### src/hw/rtl/saf_pkg.sv
// Package of the integer ALU: operation codes, field widths and the control
// record that travels down the pipeline. Depends on nothing.
package saf_pkg;

    localparam int FIELD_W = 64;
    localparam int MODE_W  = 5;
    localparam int RWID_W  = 7;

    typedef enum logic [MODE_W-1:0] {
        OP_SNEGATE = 5'd0,  OP_SDIV   = 5'd1,  OP_SREM   = 5'd2,  OP_SMOD  = 5'd3,
        OP_SRA     = 5'd4,  OP_SLT    = 5'd5,  OP_SGT    = 5'd6,  OP_SLE   = 5'd7,
        OP_SGE     = 5'd8,  OP_ADD    = 5'd9,  OP_SUB    = 5'd10, OP_MUL   = 5'd11,
        OP_UDIV    = 5'd12, OP_UMOD   = 5'd13, OP_SRL    = 5'd14, OP_SLL   = 5'd15,
        OP_OR      = 5'd16, OP_XOR    = 5'd17, OP_AND    = 5'd18, OP_NOT   = 5'd19,
        OP_LOR     = 5'd20, OP_LAND   = 5'd21, OP_LNOT   = 5'd22, OP_EQ    = 5'd23,
        OP_NE      = 5'd24, OP_ULT    = 5'd25, OP_UGT    = 5'd26, OP_ULE   = 5'd27,
        OP_UGE     = 5'd28, OP_SELECT = 5'd29, OP_CONVERT = 5'd30, OP_UNSUP = 5'd31
    } op_t;

    typedef struct packed {
        logic              valid;
        op_t               mode;
        logic [RWID_W-1:0] width;
        logic              neg_q;
        logic              neg_r;
        logic              b_neg;
        logic              dz;
    } ctl_t;

endpackage

### src/hw/rtl/saf_cell.sv
// One cell of the divider and multiplier chain: a restoring division step
// and a shift-and-add multiply step, registered. Depends on saf_pkg.
module saf_cell
    import saf_pkg::*;
#(
    parameter int W = 64
) (
    input  logic         clk,
    input  logic         rst_n,
    input  logic         en,
    input  ctl_t         src_ctl,
    input  logic [W-1:0] src_aux,
    input  logic [W-1:0] src_n,
    input  logic [W-1:0] src_rem,
    input  logic [W-1:0] src_d,
    input  logic [W-1:0] src_mcand,
    input  logic [W-1:0] src_mplier,
    input  logic [W-1:0] src_prod,
    output ctl_t         dst_ctl,
    output logic [W-1:0] dst_aux,
    output logic [W-1:0] dst_n,
    output logic [W-1:0] dst_rem,
    output logic [W-1:0] dst_d,
    output logic [W-1:0] dst_mcand,
    output logic [W-1:0] dst_mplier,
    output logic [W-1:0] dst_prod
);
    ctl_t         ctl_reg;
    logic [W-1:0] aux_reg, n_reg, rem_reg, d_reg, mcand_reg, mplier_reg, prod_reg;
    logic [W-1:0] n_next, rem_next, prod_next;
    logic [W:0]   shifted, trial;

    // The dividend bits leave at the top of n while quotient bits enter below.
    always_comb
    begin
        shifted  = {src_rem, src_n[W-1]};
        trial    = shifted - {1'b0, src_d};
        if (!trial[W])
        begin
            rem_next = trial[W-1:0];
            n_next   = {src_n[W-2:0], 1'b1};
        end
        else
        begin
            rem_next = shifted[W-1:0];
            n_next   = {src_n[W-2:0], 1'b0};
        end
        prod_next = src_prod + (src_mplier[0] ? src_mcand : '0);
    end

    always_ff @(posedge clk or negedge rst_n)
    begin
        if (!rst_n)
        begin
            ctl_reg <= '0;
        end
        else if (en)
        begin
            ctl_reg <= src_ctl;
        end
    end

    always_ff @(posedge clk)
    begin
        if (en)
        begin
            aux_reg       <= src_aux;
            n_reg         <= n_next;
            rem_reg       <= rem_next;
            d_reg         <= src_d;
            mcand_reg     <= {src_mcand[W-2:0], 1'b0};
            mplier_reg    <= {1'b0, src_mplier[W-1:1]};
            prod_reg      <= prod_next;
        end
    end

    assign dst_ctl    = ctl_reg;
    assign dst_aux    = aux_reg;
    assign dst_n      = n_reg;
    assign dst_rem    = rem_reg;
    assign dst_d      = d_reg;
    assign dst_mcand  = mcand_reg;
    assign dst_mplier = mplier_reg;
    assign dst_prod   = prod_reg;
endmodule

### config.mk
export PLATFORM = sky130hd
export DESIGN_NAME = saf_cell
export DESIGN_NICKNAME = d
export VERILOG_FILES = /design/src/hw/rtl/saf_pkg.sv /design/src/hw/rtl/saf_cell.sv
export SDC_FILE = /design/constraint.sdc
export NUM_CORES = 1
export LEC_CHECK = 0
export BUFFER_PORTS_ARGS = -buffer_cell sky130_fd_sc_hd__buf_2
export CAP_MARGIN = 20
export CORE_AREA = 10 10 357 359
export CTS_BUF_LIST = sky130_fd_sc_hd__clkbuf_4 sky130_fd_sc_hd__clkbuf_8
export CTS_CLUSTER_SIZE = 40
export DETAILED_ROUTE_END_ITERATION = 12
export DIE_AREA = 0 0 367 369
export PLACE_DENSITY = 0.38
export REMOVE_ABC_BUFFERS = 1
export SLEW_MARGIN = 0
export SYNTH_ARGS = -nofsm -noshare
export SYNTH_HDL_FRONTEND = slang
export SYNTH_SLANG_ARGS = --single-unit
### constraint.sdc
create_clock -name clk -period 0.9 [get_ports clk]
set_input_delay 0.09 -clock clk [delete_from_list [all_inputs] [get_ports clk]]
set_output_delay 0.09 -clock clk [all_outputs]
set_load 0.01 [all_outputs]
-- Yosys cells after proc, flatten, opt, wreduce, memory -nomap -nowiden
Index checks and enable logic that the tools add are counted.
- add/sub/neg operators: 2
- $mul: 0
- div/mod/pow operators: 0
- magnitude comparators: 0
- equal/unequal tests: 0
- shift-type cells: 0
- multiplexer cells: 3
- bitwise logic cells: 0
- reductions and logical operators: 0
- operators by type and width (operator ; count):
    64-bit 2-to-1 mux ; 2
    65-bit by 64-bit subtractor with 65-bit output ; 1
    64-bit adder ; 1
    1-bit 2-to-1 mux ; 1
- flip-flop bits (word level): 463
- latch bits: 0
- memory bits (writable): 0
- bits in read-only memories: 0
- output and inout bits: 465
- logic and storage cells: 19
- memories: 0

-- Longest topological paths before layout
- depth after elaboration: 2
- gate-level depth with buffers: 14

-- Worst setup path before layout
Ideal clock, no wire load.
- kind: input -> register
- from: input port src_mplier[0]
- to: register prod_reg[58] (netlist: dst_prod[58]), data pin
- library setup time: 0.260 ns
- arrival time: 3.098 ns
- data required time: 0.640 ns
- setup slack: -2.458 ns
- stages on the path: 13
- buffers on the path: 1
- path through: clkbuf_1 > and2_1 > ha_1 > fa_1 > a211oi_2 > o211ai_1 > a2111oi_1 > o21ai_1 > o211ai_2 > a21oi_1 > a221oi_2 > o221a_2 > xnor2_1
- longest elaborated chain between the ends: 2
- RTL lines (what ; line ; RTL):
    from (decl) ; saf_cell.sv:17 ; input logic [W-1:0] src_mplier,
    64-bit 2-to-1 mux ; saf_cell.sv:48 ; prod_next = src_prod + (src_mplier[0] ? src_mcand : '0);
    64-bit adder ; saf_cell.sv:48 ;
    net prod_next[58] ; saf_cell.sv:30 ; logic [W-1:0] n_next, rem_next, prod_next;
    to (signal assigned) ; saf_cell.sv:73 ; prod_reg <= prod_next;
    to (decl) ; saf_cell.sv:29 ; logic [W-1:0] aux_reg, n_reg, rem_reg, d_reg, mcand_reg, mplier_reg, prod_reg;
The timed path passes the listed nets, and every way through them passes these cells.
A chain may end at the register's enable or synchronous reset.

-- Worst setup path after layout
- from: input port src_mplier[0]
- to: register prod_reg[52] (netlist: dst_prod[52]), data pin
Same word-level chain as after synthesis.

==> run_results.csv <==
group,metric,value,unit
outcome,status,"complete, but fails checks",
outcome,violations,"negative hold slack, negative setup slack",
logic_synthesis,post-synth-top-count-cell,"edfxtp_1",
logic_synthesis,synthCells,1892,
timing,setup_slack,-1.83,ns
timing,finalCriticalPeriod,2.73,ns
timing,finalSetupViolations,659,
pwr,power.static_leakage,0.0207,uW
setup_path,worstSetupPathType,"primary input to flop",
clock_tree,clkSlewWorstSetupHoldPaths,0.06,ns
floorplan,die_h,369,um
logic_synthesis,synth_common_cells,"edfxtp_1 (446), a21oi_1 (162), ha_1 (127), inv_1 (112), nand2_1 (107)",
place,hpwl,94900,um
clock_tree,cts_num_sinks,463,
clock_tree,cts_buffers,92,
finish,nets,4820,
hold_path,worstHoldPathType,"primary input to flop",
routing,firstDrtPassIters,4,
logic_synthesis,yosys_warnings,0,
timing,worst_pin_slew,0.512,ns
setup_path,r2r_cells,2,
finish,final_core_util,38.9,%
clock_tree,clockBufferDepth,3,
routing,wl,122000,um
pwr,ir_drop,1.01,mV
global_route,grt_pass1_vias,26619,
floorplan,rows,127,
floorplan,boundaryPins,933,
hold_path,hp-start,"src_d[0]",
timing,maxSlewViolCount,0,
timing,final-hold-violation-count,49,
routing,drc,0,
clock_tree,cts_tree,"yes",
place,dp_cells,5009,
routing,num_vias,24550,
logic_synthesis,synth-edff-count,446,
setup_path,endpoint_kind,"flop",
timing,rsz0062_at_grt,"true",
timing,clock_skew,0,ns
finish,post_layout_nonfiller_instances,5930,
floorplan,dieArea,135000,um2
logic_synthesis,synth_top_family_by_area,"compound AO/OA/AOI/OAI gates",
routing,postRouteAntennaNets,0,
global_route,grt_util_all_layers,17.3,%
timing,timing.slew.headroom,65.4,%
setup_path,worstPathArrival,3.25,ns
logic_synthesis,yosys.area_share.simple,9.45,%
timing,fin_tns_setup,-407.58,ns
timing,finalCritPeriodShare,303,%
logic_synthesis,synth_compound_area_share,13.8,%
place,port_buffers,930,
global_route,grt_max_degree,44,
job,maxCapViolations,0,
setup_path,reg2reg_slack,-0.03,ns
place,dp_slack,-3.15,ns
timing,holdWs,-0.502,ns
global_route,antenna_found_initial,52,
logic_synthesis,synthTopCellsByArea,"edfxtp_1 (57%), ha_1 (6.8%), a21oi_1 (3.4%), xnor2_1 (2.5%), mux2_1 (2.0%)",
logic_synthesis,avgSynthCellArea,12.4,um2
logic_synthesis,yosys.area.top_type,"edfxtp_1",
finish,layout-area-overhead-vs-synth,98.0,%
logic_synthesis,synthDistinctLibCells,88,
floorplan,start_util,19.6,%
hold_path,whs_endpoint,"dst_d[0]",
timing,clock.fmax,367,MHz
logic_synthesis,yosysSeqAreaShare,58.7,%
logic_synthesis,synth-xor-area-share,4.10,%
clock_tree,htree_levels,3,
clock_tree,cts_root_buffer,"clkbuf_8",
routing,drt_iter0_drc,1055,
logic_synthesis,synth_adder_area_share,6.93,%
finish,drive_gt1_share,48.9,%
logic_synthesis,synth-main-ff-cell,"edfxtp_1",
global_route,grt_remaining_overflow,0,
setup_path,required,1.43,ns
logic_synthesis,ys_ff_latch,463,
routing,wl_per_cell,20.6,um
clock_tree,clkLatencyLatePin,0.77,ns
setup_path,rr_startpoint,"dst_ctl[9]",
logic_synthesis,async_flop_share,3.67,%
logic_synthesis,yosysTopAreaCellShare,56.9,%
floorplan,coreArea,120000,um2
hold_path,hold_depth,1,
setup_path,worst-path-max-fanout,9,
setup_path,r2r_end,"dst_ctl[9]",
logic_synthesis,syn-cell-area,23500,um2
pwr,power_density,1550,nW/um2
setup_path,setup.worst_path.start_class,"primary input",
place,routabilityCongestion,0.852,
floorplan,die_w,367,um
routing,routed_via_density,4.14,
logic_synthesis,synth_mux_area_share,3.81,%
global_route,grt_pass1_wl,176000,um
placed cells by master, fill, tap and decap left out, types with 12 or more instances in the layout:
cell type / instances
buf_2: 865
dlygate4sd3_1: 667
buf_4: 625
edfxtp_1: 446
a21oi_1: 127
inv_1: 105
buf_6: 103
nand2_1: 98
clkbuf_8: 95
ha_1: 93
nor2_1: 86
a21o_1: 58
and2_1: 56
xnor2_1: 55
o21ai_0: 51
mux2_4: 44
nand4_1: 38
clkbuf_4: 38
xor2_1: 37
nor3_1: 32
mux2_2: 32
ha_4: 30
a21oi_2: 29
nand3_1: 28
o21bai_1: 27
buf_12: 27
diode_2: 21
o21a_1: 20
o21ai_2: 17
o211ai_1: 16
o21ai_1: 15
dfrtp_1: 14
and2_4: 12
clkinv_1: 12
area by class of cell:
cell class | instances | area (um2)
multi-input cells | 1253 | 10700
fillers | 12091 | 73200
clock inverters | 35 | 305
clock buffers | 133 | 1590
repair buffers | 2301 | 17700
inverters | 112 | 425
diodes | 21 | 52.6
well taps | 1612 | 2020
flip-flops and latches | 463 | 13800
power by group:
group / switching (uW) / total (uW) / leakage [uW] / internal, uW
logic: 10400 / 22200 / 0.0151 / 11800
registers: 817 / 27100 / 0.00456 / 26300
clock network: 10200 / 22800 / 0.000994 / 12600
sequential cells by signal, indices dropped and copies added (netlist names):
signal and count:
dst_mcand 63, dst_rem 64, dst_n 64, dst_prod 64, dst_mplier 63, dst_d 64, dst_aux 64, dst_ctl 17
metal layers:
metal  wire, um  vias to the layer above  GRT usage (%)
li1           -                    11852              -
met1      46700                    11663           18.6
met2      62700                      817           31.4
met3       9490                      194           5.85
met4       3200                       24           5.75
met5        151                        -              0
per-stage QoR:
| step | instance area (um2) | total power [uW] |
|---|---|---|
| 6_report | 46600 | 72100 |
| 5_1_grt | 46500 | 75900 |
| 4_1_cts | 45100 | 72300 |
| 3_5_place_dp | 34900 | 44300 |
| 3_3_place_gp | 34900 | 44400 |
| 2_1_floorplan | 23200 | 34000 |
cell families (layout without fill, tap and decap cells):
family	count (synthesis)	after routing
fa+ha+maj	129	129
simple gates	438	438
mux	80	80
other cells	1	23
xor+xnor	110	110
buf+inv	177	2581
compound gates	494	494
flops	463	463
how the worst max path moves through the flow:
stage / cells past startpoint / slack, ns / to / startpoint
after floorplan: 12 / -3.31 / dst_rem[10] / src_n[63]
after global placement: 15 / -3.21 / dst_prod[59] / src_mplier[0]
after detailed placement: 15 / -3.15 / dst_prod[59] / src_mplier[0]
after CTS: 13 / -1.76 / dst_prod[48] / src_mplier[0]
after global routing: 13 / -1.94 / dst_prod[48] / src_mplier[0]
final: 20 / -1.83 / dst_prod[52] / src_mplier[0]
worst max-delay path, cell delays in order:
cell and delay (ns):
buf_12 0.12, buf_4 0.14, buf_12 0.13, buf_8 0.12, and2_1 0.16, ha_4 0.27, buf_4 0.14, nand2_1 0.13
buf_4 0.16, nor2_2 0.16, o211ai_1 0.16, o21ai_4 0.23, o211ai_2 0.10, buf_6 0.15, buf_6 0.12, a211oi_4 0.31
nor2_2 0.09, buf_4 0.14, o21ba_4 0.18, xnor2_1 0.11
repair_timing:
item,4_1_cts,5_1_grt
pin swaps,50,76
endpoints found under the hold margin,888,72
gates resized for setup,321,215
hold buffers,644,25
gates cloned,7,0
buffers inserted,46,29
setup endpoints to repair,588,656
Power figures use the tool's default switching activity.
