**config.mk**
```make
export PLATFORM = sky130hd
export DESIGN_NAME = saf_post
export DESIGN_NICKNAME = d
export VERILOG_FILES = /design/src/hw/rtl/saf_pkg.sv /design/src/hw/rtl/saf_post.sv
export SDC_FILE = /design/constraint.sdc
export NUM_CORES = 1
export LEC_CHECK = 0
export BUFFER_PORTS_ARGS = -buffer_cell sky130_fd_sc_hd__buf_2
export CAP_MARGIN = 20
export CORE_MARGIN = 4
export CORE_UTILIZATION = 30
export DETAILED_ROUTE_END_ITERATION = 8
export HOLD_SLACK_MARGIN = 0.06
export PLACE_DENSITY = 0.52
export SLEW_MARGIN = 15
export SYNTH_ARGS = -nofsm -noshare
export SYNTH_HDL_FRONTEND = slang
export SYNTH_SLANG_ARGS = --single-unit
```
**constraint.sdc**
```tcl
create_clock -name clk -period 1.6 [get_ports clk]
set_input_delay 0 -clock clk [delete_from_list [all_inputs] [get_ports clk]]
set_output_delay 0 -clock clk [all_outputs]
set_load 0.01 [all_outputs]
```
**src/hw/rtl/saf_pkg.sv**
```systemverilog
// Package of the integer ALU: operation codes, field widths and the control
// record that travels down the pipeline. Depends on nothing.
package saf_pkg;

    localparam int FIELD_W = 64;
    localparam int MODE_W  = 5;
    localparam int RWID_W  = 7;

    typedef enum logic [MODE_W-1:0] {
        OP_SNEGATE = 5'd0,  OP_SDIV   = 5'd1,  OP_SREM   = 5'd2,  OP_SMOD  = 5'd3,
        OP_SRA     = 5'd4,  OP_SLT    = 5'd5,  OP_SGT    = 5'd6,  OP_SLE   = 5'd7,
        OP_SGE     = 5'd8,  OP_ADD    = 5'd9,  OP_SUB    = 5'd10, OP_MUL   = 5'd11,
        OP_UDIV    = 5'd12, OP_UMOD   = 5'd13, OP_SRL    = 5'd14, OP_SLL   = 5'd15,
        OP_OR      = 5'd16, OP_XOR    = 5'd17, OP_AND    = 5'd18, OP_NOT   = 5'd19,
        OP_LOR     = 5'd20, OP_LAND   = 5'd21, OP_LNOT   = 5'd22, OP_EQ    = 5'd23,
        OP_NE      = 5'd24, OP_ULT    = 5'd25, OP_UGT    = 5'd26, OP_ULE   = 5'd27,
        OP_UGE     = 5'd28, OP_SELECT = 5'd29, OP_CONVERT = 5'd30, OP_UNSUP = 5'd31
    } op_t;

    typedef struct packed {
        logic              valid;
        op_t               mode;
        logic [RWID_W-1:0] width;
        logic              neg_q;
        logic              neg_r;
        logic              b_neg;
        logic              dz;
    } ctl_t;

endpackage

```
**src/hw/rtl/saf_post.sv**
```systemverilog
// Output stage of the integer ALU: sign fix-up of quotient and remainder,
// result selection, width mask and the output register. Depends on saf_pkg.
module saf_post
    import saf_pkg::*;
#(
    parameter int W = 64
) (
    input  logic               clk,
    input  logic               rst_n,
    input  logic               en,
    input  ctl_t               ctl,
    input  logic [W-1:0]       aux,
    input  logic [W-1:0]       q,
    input  logic [W-1:0]       r,
    input  logic [W-1:0]       prod,
    output logic               valid,
    output logic [FIELD_W-1:0] result,
    output logic               unsupported
);
    logic               valid_reg;
    logic [FIELD_W-1:0] result_reg, result_next;
    logic               unsup_reg, unsup_next;
    logic [W-1:0]       res, mask;
    logic               adj;

    always_comb
    begin
        // A nonzero remainder whose sign differs from the divisor's is moved
        // by one divisor; aux holds the divisor for the division requests.
        adj = (r != '0) && (ctl.neg_r != ctl.b_neg);
        case (ctl.mode)
            OP_SDIV: res = ctl.dz ? '0 : (ctl.neg_q ? (W'(0) - q) : q);
            OP_SREM: res = ctl.dz ? '0 : (ctl.neg_r ? (W'(0) - r) : r);
            OP_SMOD:
            begin
                if (ctl.dz)
                    res = '0;
                else if (ctl.neg_r)
                    res = adj ? (aux - r) : (W'(0) - r);
                else
                    res = adj ? (r + aux) : r;
            end
            OP_UDIV: res = ctl.dz ? '0 : q;
            OP_UMOD: res = ctl.dz ? '0 : r;
            OP_MUL:  res = prod;
            default: res = aux;
        endcase
        if (ctl.width >= RWID_W'(W))
            mask = '1;
        else
            mask = (W'(1) << ctl.width) - W'(1);
        result_next = FIELD_W'(res & mask);
        unsup_next  = (ctl.mode == OP_UNSUP);
    end

    always_ff @(posedge clk or negedge rst_n)
    begin
        if (!rst_n)
        begin
            valid_reg <= 1'b0;
        end
        else if (en)
        begin
            valid_reg <= ctl.valid;
        end
    end

    always_ff @(posedge clk)
    begin
        if (en)
        begin
            result_reg <= result_next;
            unsup_reg  <= unsup_next;
        end
    end

    assign valid       = valid_reg;
    assign result      = result_reg;
    assign unsupported = unsup_reg;
endmodule

```
# [Word-level counts from Yosys, hierarchy flattened]
# Cells that the tools add are included.
[word_totals] reg_bits=66 inputBits=276 out_inout_bits=66 elab_cells=33
[op_classes] add_sub_neg=5 n_lt_le_gt_ge=1 n_eq_ne=8 shift=1 n_mux=12 bitwise_logic=1 reduce_logical=2
[op_table] cell="64-bit 2-to-1 mux" count=11
[op_table] cell="64-bit case mux with 6 select lines" count=1
[op_table] cell="1-bit by 64-bit subtractor with 64-bit output (first input constant)" count=2
[op_table] cell="64-bit adder" count=1
[op_table] cell="64-bit AND" count=1
[op_table] cell="64-bit nonzero test" count=1
[op_table] cell="1-bit by 7-bit left shift with 64-bit output (first input constant)" count=1
[op_table] cell="64-bit by 2-bit subtractor with 64-bit output (second input constant)" count=1
[op_table] cell="64-bit subtractor" count=1
[op_table] cell="5-bit by 4-bit equality test with 1-bit output (second input constant)" count=3
[op_table] cell="5-bit by 2-bit equality test with 1-bit output (second input constant)" count=2
[op_table] cell="7-bit greater-or-equal comparator (second input constant)" count=1
[op_table] cell="5-bit by 1-bit equality test with 1-bit output (second input constant)" count=1
[op_table] cell="5-bit equality test (second input constant)" count=1
[op_table] cell="1-bit logical AND" count=1
[op_table] cell="1-bit != test" count=1

# [Logic depth before layout (Yosys ltp)]
# Gate-level depths: netlist of the first run.
[logic_depth] word_depth=7 depth_mapped=16 depth_no_buf=15

# [Least setup slack after synthesis of the first run]
# OpenSTA, ideal clock, no wires.
[synth_timing] kind="input -> register" from="input port q[12]" to="register result_reg[63], in the netlist result[63], data pin" arrival_time_ps=3245 slack_ps=-1908 path_stages=13 path_cell_list="or4_4 -> nor4_4 -> nand3_2 -> or2_1 -> buf_2 -> or3_4 -> or4_1 -> or4_4 -> o31ai_4 -> xor2_1 -> o21ai_0 -> nor3_1 -> o22ai_1"
[synth_via] elab_chain_cells=5
[synth_rtl] element="start, declared" line="saf_post.sv:13" text="input logic [W-1:0] q,"
[synth_rtl] element="1-bit by 64-bit subtractor with 64-bit output" line="saf_post.sv:32" text="OP_SDIV: res = ctl.dz ? '0 : (ctl.neg_q ? (W'(0) - q) : q);"
[synth_rtl] element="64-bit 2-to-1 mux (2 in a row)" line="saf_post.sv:32"
[synth_rtl] element="64-bit case mux with 6 select lines" line="saf_post.sv:31" text="case (ctl.mode)"
[synth_rtl] element="64-bit AND" line="saf_post.sv:52" text="result_next = FIELD_W'(res & mask);"
[synth_rtl] element="via result_next[63]" line="saf_post.sv:21" text="logic [FIELD_W-1:0] result_reg, result_next;"
[synth_rtl] element="end signal, assigned" line="saf_post.sv:72" text="result_reg <= result_next;"
[synth_rtl] element="end, declared" line="saf_post.sv:21"
# The timed path passes the listed nets, and every way through them passes these cells.
# A chain may end at the register's enable or synchronous reset.

# [Worst setup path in the final report of the first run]
[layout_timing] from="input port q[13]" to="register result_reg[63], in the netlist result[63], data pin"
# The elaborated chain is that of the path after synthesis.

==> qor.yml, run 1 <==
run_status:
  status: "complete, but fails checks"
  violations: "negative setup slack"
min_path:
  worst_hold_path_type: "input port to register"
  hp-start: "aux[9]"
clocking:
  cts_tree: "built"
  htreeDepth: 3
  numClockSinks: 66
  worstSkewPairLatency_ns: 0.40
  path_clk_slew_ns: 0.08
  clk_path_buf_depth: 2
  root_buffer: "clkbuf_16"
  cts_buffers: 9
power_and_ir_drop:
  powerDensity_nw_per_um2: 476
  power_switching_mw: 7.37
  power.internal_mw: 8.18
  clkPwrFrac: 0.137
  pwr-share-seq: 0.143
  swShare: 0.474
  pwr-share-comb: 0.720
  ir_drop_mv: 0.597
  p_leak_nw: 14.4
  total_power_mw: 15.6
logic_synthesis:
  synth_area_leaders: "edfxtp_1 (11%), ha_1 (9.3%), a21oi_1 (8.2%), xnor2_1 (6.7%), o21ai_0 (5.6%)"
  synth_cells: 2619
  synth-seq-area-share: 0.113
  synth.distinct_cells: 88
  synth_ff_type: "edfxtp_1"
  ys_ff_latch: 66
  yosysWarnings: 0
  synth_top_cell_by_area: "edfxtp_1"
  synth_edf_count: 65
  synthArstFlopShare: 0.0152
  yosysTopAreaCellShare: 0.111
  netlist_area_um2: 17500
  synth_nets: 3027
  syn_area_per_cell_um2: 6.70
drt:
  vias: 28857
  drtPass1Iterations: 7
  route.detailed.drc: 0
  drtIter0Drc: 3641
  vias_per_cell: 5.98
  routed_wirelength_um: 133000
  avgRoutedWirePerCell_um: 27.5
  ant_nets: 0
place:
  dp_hpwl_um: 109000
  io_buffers: 341
  dp.cells: 4734
  gp_congestion: 1.07
timing:
  worst_slack_ns: -1.83
  fin_worst_skew_ns: 0
  period_needed_ns: 3.43
  setup_violations: 64
  worstMarginPinSlew_ns: 0.707
  timing.fmax_mhz: 292
  period_share: 2.14
  hold_viol: 0
  rsz0062_at_grt: "true"
  final_max_slew_viol_count: 0
  slew_headroom: 0.528
critical_path:
  worstPathRequired_ns: 1.74
  path_max_fanout: 4
  r2r-start: "valid"
  worst-endpoint-arrival_ns: 3.57
  startpoint: "q[13]"
  crit_path_end_kind: "register"
  start_kind: "input port"
  critPathKind: "input port to register"
global_routing:
  grt_pass1_vias: 28172
  grtUsageTotal: 0.399
  grt_max_degree: 49
  grt_pass1_wl_um: 188000
  grt-ovfl-total: 0
  grt_antenna_before_repair: 4
final_layout:
  regArea_um2: 1980
  layout.cells.non_filler: 4829
  final_common_cell: "buf_4"
  nets: 4468
  multi_input_area_um2: 16900
  fillers: 5534
  diodes: 0
  drive_gt1_frac: 0.490
  final_cell_mix: "buf_4 (1148), buf_2 (325), a21oi_1 (244)"
  syn2layout_area_growth_pct: 86.2
  largest_reg_flops: 64
floorplanning:
  initial_utilization: 0.304
  rows: 88
  ios: 342
  fp.dieW_um: 250
  die_area_um2: 62400
  core_um2: 57800
  dieHeight_um: 250
job:
  drv_cap: 0
[power groups by stage]
stage,clock network [mW],registers (mW),logic (mW)
after global placement,0,2.25,9.56
after detailed placement,0,2.25,9.55
final,2.13,2.22,11.2
after global routing,2.17,2.23,11.7
after CTS,2.14,2.22,10.4
after floorplan,0,2.31,3.88
[repair_timing]
| item | in CTS | in global routing |
|---|---|---|
| hold buffers | 13 | 0 |
| hold endpoints to repair | 20 | 0 |
| buffers inserted | 54 | 31 |
| gates cloned | 2 | 1 |
| resized for setup | 366 | 185 |
| pin swaps | 145 | 143 |
| endpoints found under the setup margin | 64 | 64 |
[layout make-up]
type	count	share of cell area
clock inverters	5	0.000689
clock buffers	10	0.00701
repair buffers	1606	0.369
well taps	765	0.0293
multi-input cells	2234	0.517
flip-flops and latches	66	0.0605
inverters	143	0.0168
[layer usage]
metal	part of all wire	global-route usage	routed length, µm
met1	0.42	0.547	55700
met4	0.047	0.148	6250
met2	0.42	0.610	56000
met3	0.11	0.0946	15000
met5	0.00035	0	47
[critical path: stages]
cell and delay (ns):
buf_6 0.09, or4_4 0.57, buf_6 0.16, nor4_4 0.25, nand3_2 0.14, or2_4 0.29
or3_4 0.35, or4_4 0.43, or4_4 0.50, o31ai_4 0.24, xor2_1 0.17, o21ai_1 0.08
nor3_1 0.18, o22ai_1 0.11
[stage by stage]
step                      hold slack (ns)   util  TNS, ns  cell area [µm²]  worst slack, ns
after CTS                          0.0719  0.546   -99.53            31600            -1.79
after global routing               0.0888  0.565  -104.54            32700            -1.94
final                              0.0832  0.565  -100.96            32700            -1.83
after global placement             -0.224  0.503  -136.88            29100            -2.48
after detailed placement           -0.219  0.503  -138.30            29100            -2.55
after floorplan                    -0.296      -   -92.02            18000            -1.90
[synth_stat cells, types with 8 or more instances]
library cell and n:
xor2_1 42, a311oi_1 13, nor4_1 42, o21bai_1 37, buf_2 9, nor2b_1 29, edfxtp_1 65, nor3_1 77
ha_1 130, and3_1 15, a21boi_0 13, a221oi_1 53, nor2_1 255, or3_1 35, nand3_1 59, a21oi_1 289
nand4_1 36, o21ai_0 196, o221ai_1 16, and2_1 9, o22ai_1 33, a21o_1 19, nand2_1 245, xnor2_1 134
o31ai_1 61, buf_1 23, or4_1 28, clkbuf_1 143, or2_2 10, o41ai_1 16, nand2b_1 18, o21a_1 17
a22oi_1 23, a31oi_1 37, inv_1 141, a2111oi_0 15, mux2_2 8, o211ai_1 50, o311ai_0 11, a211oi_1 38
mux2i_1 15
[worst paths after layout]
check | end | slack, ns | cells after the start
worst max-delay path | result[63] | -1.83 | 14
worst min-delay path | result[9] | 0.08 | 4
worst max register to register | valid | 0.85 | 1
worst min register to register | valid | 0.52 | 1
max in group asynchronous | valid | 1.08 | 3
min in group asynchronous | valid | 0.42 | 3
[cells by family (layout without fill, tap and decap cells)]
family,after synthesis,count (layout),synth area share
adder cells (fa/ha/maj),132,132,0.0950
multiplexers,24,24,0.0150
flip-flops,66,66,0.113
AND/OR/NAND/NOR,884,885,0.240
AO/OA/AOI/OAI,1017,1017,0.380
buffers and inverters,320,1764,0.0695
XOR/XNOR,176,176,0.0878
Note: power is estimated with default switching activity, not from simulation.
==> run 2, diff against run 1 <==
--- a/config.mk
+++ b/config.mk
@@ -12,6 +12,7 @@
 export DETAILED_ROUTE_END_ITERATION = 8
 export HOLD_SLACK_MARGIN = 0.06
 export PLACE_DENSITY = 0.52
+export REMOVE_ABC_BUFFERS = 1
 export SLEW_MARGIN = 15
 export SYNTH_ARGS = -nofsm -noshare
 export SYNTH_HDL_FRONTEND = slang
==> run 2 against run 1 <==
Compared with the run above:
- the flow still finishes with violations (negative setup slack)
- combinational power barely moved
- worst hold slack got worse by 0.0034 ns
- sequential share of layout area decreased by 0.093 points
- cell area up 1.6%
- utilization up 0.89 points
- register-to-register slack hardly changed
- total power grew 3.7%
- count of clock-buffer cells in the layout is 1 lower
- clock power grew 17%
- critical path type unchanged
==> qor.yml, run 2 (synthesized netlist as in run 1, its figures left out) <==
drt:
  drt-met1-wl_um: 53400  # -4.0%
  vias_per_cell: 5.93  # -0.71%
  vias: 28711  # -0.51%
  ant_nets: 0  # unchanged
  route.detailed.drc: 0  # unchanged
  avgRoutedWirePerCell_um: 27.7  # +0.62%
  routed_wirelength_um: 134000  # +0.83%
  drtIter0Drc: 2964  # -19%
  drtPass1Iterations: 6  # -1
  dr_wl_met3_um: 12500  # -16%
  highest_layer: "met5"
  routed-wl-met2_um: 58100  # +3.7%
floorplanning:
  core_um2: 57800  # unchanged
  initial_utilization: 0.304  # unchanged
  ios: 342  # unchanged
  dieHeight_um: 250  # unchanged
  die_area_um2: 62400  # unchanged
  fp.dieW_um: 250  # unchanged
  rows: 88  # unchanged
timing:
  finalSetupTns_ns: -97.90  # +3.06 ns
  period_needed_ns: 3.37  # -0.0618 ns
  worstMarginPinSlew_ns: 1.01  # +0.306 ns
  period_share: 2.10  # -0.0386
  setup_violations: 64  # unchanged
  fin_worst_skew_ns: 0  # unchanged
  slew_headroom: 0.321  # -0.207
  rsz0062_at_grt: "true"
  worst_slack_ns: -1.77  # +0.0618 ns
  timing.fmax_mhz: 297  # +1.8%
  final_max_slew_viol_count: 0  # unchanged
  holdWs_ns: 0.0798  # -0.00339 ns
  hold_viol: 0  # unchanged
global_routing:
  grt_max_degree: 48  # -2.0%
  grt_antenna_before_repair: 5  # +1
  grt_pass1_wl_um: 190000  # +0.79%
  grt_pass1_vias: 28530  # +1.3%
  grtUsageTotal: 0.404  # +0.00478
  grt-ovfl-total: 0  # unchanged
clocking:
  cts_tree: "built"
  root_buffer: "clkbuf_16"
  worstSkewPairLatency_ns: 0.39  # about the same
  clk_path_buf_depth: 2  # unchanged
  htreeDepth: 3  # unchanged
  numClockSinks: 66  # unchanged
  cts_buffers: 9  # unchanged
  path_clk_slew_ns: 0.07  # about the same
final_layout:
  final_common_cell: "buf_4"
  final_cell_mix: "buf_4 (1162), buf_2 (321), a21oi_1 (246)"
  nets: 4475  # +0.16%
  fin_util: 0.574  # +0.00885
  syn2layout_area_growth_pct: 89.1
  stdcell_area_um2: 33200  # +1.6%
  drive_gt1_frac: 0.500  # +0.00935
  largest_reg_flops: 64  # unchanged
place:
  io_buffers: 341  # unchanged
  gp_congestion: 1.11  # +3.3%
  dp_hpwl_um: 111000  # +2.2%
  place_area_um2: 28700  # -1.4%
run_status:
  status: "complete, but fails checks"
  violations: "negative setup slack"
critical_path:
  crit_path_end_kind: "register"
  slowest_delay_ns: 0.40  # -0.17 ns
  cpMostUsedCell: "buf_4"
  path_max_fanout: 4  # unchanged
  cp_slowest_cell: "a2111oi_2"
  reg2reg_setup_slack_ns: 0.86  # about the same
  path_cells: "buf_2 -> ha_1 -> buf_4 -> buf_4 -> o21a_1 -> nor2_2 -> nor2_2 -> nor4bb_4 -> buf_4 -> o21ai_1 -> buf_4 -> o31ai_2 -> buf_4 -> a211oi_4 -> a211oi_2 -> a221oi_2 -> xnor2_1 -> a2111oi_2 -> nor4_2"
  worst-endpoint-arrival_ns: 3.51  # -0.06 ns
  worstPathRequired_ns: 1.74  # about the same
  r2r_end: "valid"
  r2r-start: "valid"
  critPathKind: "input port to register"
  worstRegToRegCells: 1  # unchanged
  start_kind: "input port"
job:
  drv_cap: 0  # unchanged
min_path:
  whs_path_depth: 5  # +1
  worst_hold_path_type: "input port to register"
  hp-start: "prod[0]"
  hold_path_end: "result[0]"
power_and_ir_drop:
  p_leak_nw: 14.5  # +0.72%
  ir_drop_mv: 0.641  # +7.4%
  powerDensity_nw_per_um2: 486  # +2.1%
  total_power_mw: 16.1  # +3.7%
## run 2: worst max path at each step
stage          startpoint    endpoint  slack, ns  cells after the start
2_1_floorplan     ctl[13]  result[43]      -4.28                      5
3_3_place_gp       aux[0]  result[40]      -2.81                     21
3_5_place_dp       aux[0]  result[60]      -2.88                     20
4_1_cts             q[16]  result[63]      -1.75                     14
5_1_grt             q[12]  result[60]      -1.92                     13
6_report           aux[6]  result[60]      -1.77                     19
## run 2: cell type report
type | instances | area, µm²
diodes | 2 | 5.00
clock buffers | 9 | 225
clock inverters | 7 | 92.6
fillers | 5574 | 24600
inverters | 143 | 549
multi-input cells | 2233 | 17200
flip-flops and latches | 66 | 1980
well taps | 765 | 957
repair buffers | 1614 | 12100
## run 2: worst max-delay path, delay by kind of cell
family | cells | cell delay, ns
compound gates | 7 | 1.59
xor+xnor | 1 | 0.16
fa+ha+maj | 1 | 0.31
buf+inv | 6 | 0.97
simple gates | 4 | 0.46
## run 2: power breakdown
part / total (mW) / leakage (nW) / switching [mW] / internal (mW)
logic: 11.4 / 13.8 / 6.18 / 5.24
clock network: 2.49 / 0.149 / 1.12 / 1.36
registers: 2.23 / 0.643 / 0.0966 / 2.13
## run 2: stage by stage
stage | worst slack, ns | cells
after CTS | -1.75 | 4803
after detailed placement | -2.88 | 4726
after global routing | -1.92 | 4837
after global placement | -2.81 | 4726
after floorplan | -4.28 | 2442
final | -1.77 | 4839
## run 2: what timing repair did
| item | in CTS | in global routing |
|---|---|---|
| gates resized for setup | 478 | 229 |
| hold buffers | 15 | 3 |
| setup buffers | 62 | 51 |
| endpoints found under the setup margin | 64 | 64 |
| hold endpoints to repair | 18 | 3 |
| cloned | 2 | 0 |
| pin swaps | 194 | 172 |
## run 2: layer usage
metal	up-vias	GRT usage
li1	12796	-
met5	-	0
met4	2	0.240
met2	1753	0.634
met3	437	0.0772
met1	13723	0.515
